**src/prh_ram.sv**
```systemverilog
// ----------------------------------------------------------------------------
// prh_ram
// generic single write, single read ram with registered read data
// ----------------------------------------------------------------------------
module prh_ram #(
  parameter int unsigned WIDTH = 8,
  parameter int unsigned DEPTH = 16
) (
  input  logic                     clk,
  input  logic                     we,
  input  logic [$clog2(DEPTH)-1:0] waddr,
  input  logic [WIDTH-1:0]         wdata,
  input  logic [$clog2(DEPTH)-1:0] raddr,
  output logic [WIDTH-1:0]         rdata
);

  logic [WIDTH-1:0] mem [DEPTH];

  always_ff @(posedge clk) begin
    if (we) begin
      mem[waddr] <= wdata;
    end
    rdata <= mem[raddr];
  end

endmodule

```
**config.mk**
```make
export PLATFORM = sky130hd
export DESIGN_NAME = prh_ram
export DESIGN_NICKNAME = d
export VERILOG_FILES = /design/src/prh_ram.sv
export SDC_FILE = /design/constraint.sdc
export NUM_CORES = 1
export LEC_CHECK = 0
export BUFFER_PORTS_ARGS = -buffer_cell sky130_fd_sc_hd__buf_2
export CAP_MARGIN = 25
export CORE_MARGIN = 4
export CORE_UTILIZATION = 45
export CTS_CLUSTER_SIZE = 8
export DETAILED_ROUTE_END_ITERATION = 8
export SLEW_MARGIN = 20
export SYNTH_ARGS = -nofsm -noshare
export SYNTH_HDL_FRONTEND = slang
export SYNTH_SLANG_ARGS = --single-unit
```
**constraint.sdc**
```tcl
create_clock -name clk -period 2.1 [get_ports clk]
set_input_delay 0.315 -clock clk [delete_from_list [all_inputs] [get_ports clk]]
set_output_delay 0.315 -clock clk [all_outputs]
set_load 0.01 [all_outputs]
```
# After elaboration in Yosys (flattened, before gate mapping)

Memory sizes are Yosys's and may differ from the RTL's. A register that Yosys moved wholly into a read port is not among the register bits.
Index checks and enable logic that the tools add are counted.

Flip-flop bits (word level): 0
Memory bits (writable): 128
Bits of input ports: 18
Logic and storage cells: 3
Memories: 1

Memory list:

| name | depth | bits a word | read ports | clocked after memory_dff | write ports | RTL line | text |
|---|---|---|---|---|---|---|---|
| mem  | 16    | 8           | 1          | 1                        | 1           | 17       | `logic [WIDTH-1:0] mem [DEPTH];` |

Multiplexer cells: 2

Operators by type and width:

| operator         | count |
|---|---|
| 1-bit 2-to-1 mux | 2 |

# Longest topological paths before layout

Depth after elaboration: 2
Depth in mapped cells: 5

# Worst setup path before layout

Ideal clock, no wire load.

Path kind: input -> register
Start: input port waddr[2]
End: memory mem[0][0], enable pin
Arrival time: 1425 ps
Path slack: 292 ps
Cell stages on the path: 2
Buffers on the path: 0
Path through: or3b_2 > nor3_1

RTL lines:

| item        | RTL line | text |
|---|---|---|
| from (decl) | 11       | `input logic [$clog2(DEPTH)-1:0] waddr,` |
| to (decl)   | 17       |  |

No word-level cell before the write port.

==> flow_summary.toml <==
[run_status]
status = "complete, no violations"

[logic_synthesis]
synthCells = 229
synth_edf_count = 128
synthArstFlopShare = 0
ys.flop_type = "edfxtp_1"
synth_nets = 247
synth_area_per_cell_um2 = 22.5
yosys.cell_types.count = 19
yosysWarnings = 0
netlist_area_mm2 = 0.00515
synth-seq-area-share = 0.778
synth_seq_cells = 136

[grt]
grt_pass1_vias = 2531
grt_overflow = 0
antenna_found_initial = 0
grt_pass1_wl_mm = 15.3
grt_usage = 0.167
grt_max_degree = 23

[critical_path]
arrival_ns = 1.67
worstPathMaxFanout = 1
critPathKind = "reg -> reg"
cp.required_ns = 2.40
slowest_delay_ns = 0.50
cpMaxStageDelayCell = "mux4_1"
rrSetupSlack_ns = 0.72
critPathLaunchType = "flip-flop"
end_kind = "flip-flop"
path_cells = "mux4_1, a22oi_1, nand2_1"

[die]
start_util = 0.467
row_count = 38
ios = 26
die_w_um = 115
die_h_um = 115
dieArea_mm2 = 0.0132
core_area_mm2 = 0.0110

[sta]
hold_viol_final = 0
min_period_over_period = 0.655
clock_skew_ns = 0.0121
setup_viol = 0
fin_ws_ns = 0.724
drv_slew = 0
tns_ns = 0
maxSlewHeadroom = 0.695
worst_pin_slew_ns = 0.458
rsz0062_at_grt = "false"
period_needed_ns = 1.38
timing.fmax_ghz = 0.727

[placement]
dp.final_hpwl_mm = 6.33
placed_cells = 407
io_buffers = 25
place_ws_ns = 0.344
place.gp.congestion = 0.715

[cts]
postCtsSetupBuffers = 0
cts_resized = 0
numCtsBuffers = 17
cts.sinks = 136
cts_max_level = 4
cts_buffer_depth = 2
cts-root-buf = "clkbuf_16"
clk_pin_slew_ns = 0.06
hold_buffers = 0
cts_tree = "built"
insertion_delay_ns = 0.41

[layout]
nets = 304
final_util = 0.559
area_delta_synth_final_pct = 19.9
drive_gt1_frac = 0.321
layout_common_cells = "128 x edfxtp_1, 25 x buf_2, 21 x buf_4, 18 x mux4_2, 17 x clkbuf_16"
final_common_cell = "edfxtp_1"
final_cells = 439
antenna_cells = 0

[pwr]
total_power_mw = 6.38
p_leak_nw = 2.11
peakVddDrop_mv = 0.529
powerDensity_mw_per_mm2 = 1030

[min_path]
hold_path_class = "in -> reg"

[flow_run]
cap_violations = 0

[drt]
drtIter0Drc = 125
drcViolationCount = 0
num_vias = 2461
detail_route.wl_per_cell_um = 22.9
routed_wl_mm = 10.1
dr.pass1.iters = 4
viasPerCell = 5.61
drtAntennaViolNets = 0
==> stage by stage <==
| stage | instance area (um^2) | hold WS, ns |
|---|---|---|
| global placement | 5560 | 0.652 |
| finish | 6170 | 0.277 |
| CTS | 6170 | 0.267 |
| floorplan | 5150 | 0.414 |
| detailed placement | 5560 | 0.658 |
| global route | 6170 | 0.280 |
==> synthesized netlist by cell type, types with 2 or more instances <==
cell,instances,area (um^2)
buf_6,3,33.8
a22oi_1,16,120
dfxtp_1,8,160
clkdlybuf4s25_2,3,30.0
nand2_1,9,33.8
nand3b_1,2,15.0
nor2_1,13,48.8
edfxtp_1,128,3840
mux4_2,18,405
mux4_1,14,368
buf_2,3,15.0
nand2b_1,2,12.5
nor3_1,4,20.0
==> path summary, 6_finish.rpt <==
check,from,end,cells after the start
setup reg to reg,mem[1][2],rdata[2],3
setup / recovery,mem[1][2],rdata[2],3
hold reg to reg,mem[12][4],rdata[4],3
hold / removal,wdata[5],mem[0][5],1
==> critical path: cells and delay by family, from the launching register on <==
| family | cells | cell delay, ns |
|---|---|---|
| mux | 1 | 0.50 |
| simple gates | 1 | 0.09 |
| flops | 1 | 0.36 |
| compound gates | 1 | 0.31 |
==> flip-flops by register name, summed over array words and instances, names as in the netlist <==
register  cells
mem         128
rdata         8
==> layer usage <==
layer  up-vias  share of wire  track usage
li1       1090              -            -
met5         -              0            0
met3         6          0.061       0.0474
met1      1287           0.43        0.236
met4         0          0.011       0.0649
met2        78           0.50        0.250
==> layout make-up <==
class,count,area (um^2)
fill,865,4860
sequential,136,4000
multi-input combinational,83,1060
clock buffer,19,433
timing repair buffer,48,323
clock inverter,13,179
tap,140,175
==> where the power goes <==
part | internal [mW] | switching (mW)
clock | 1.98 | 1.07
combinational | 0.126 | 0.166
sequential | 3.04 | 0.0142
total | 5.14 | 1.25
==> logic make-up (layout without fill, tap and decap cells) <==
group	count (synthesis)	after routing	share of synthesized area
and+or+nand+nor	35	35	0.0318
muxes	32	32	0.150
buffers and inverters	10	80	0.0168
AOI/OAI and AO/OA	16	16	0.0233
DFF	136	136	0.778
(Power assumes the default switching activity.)
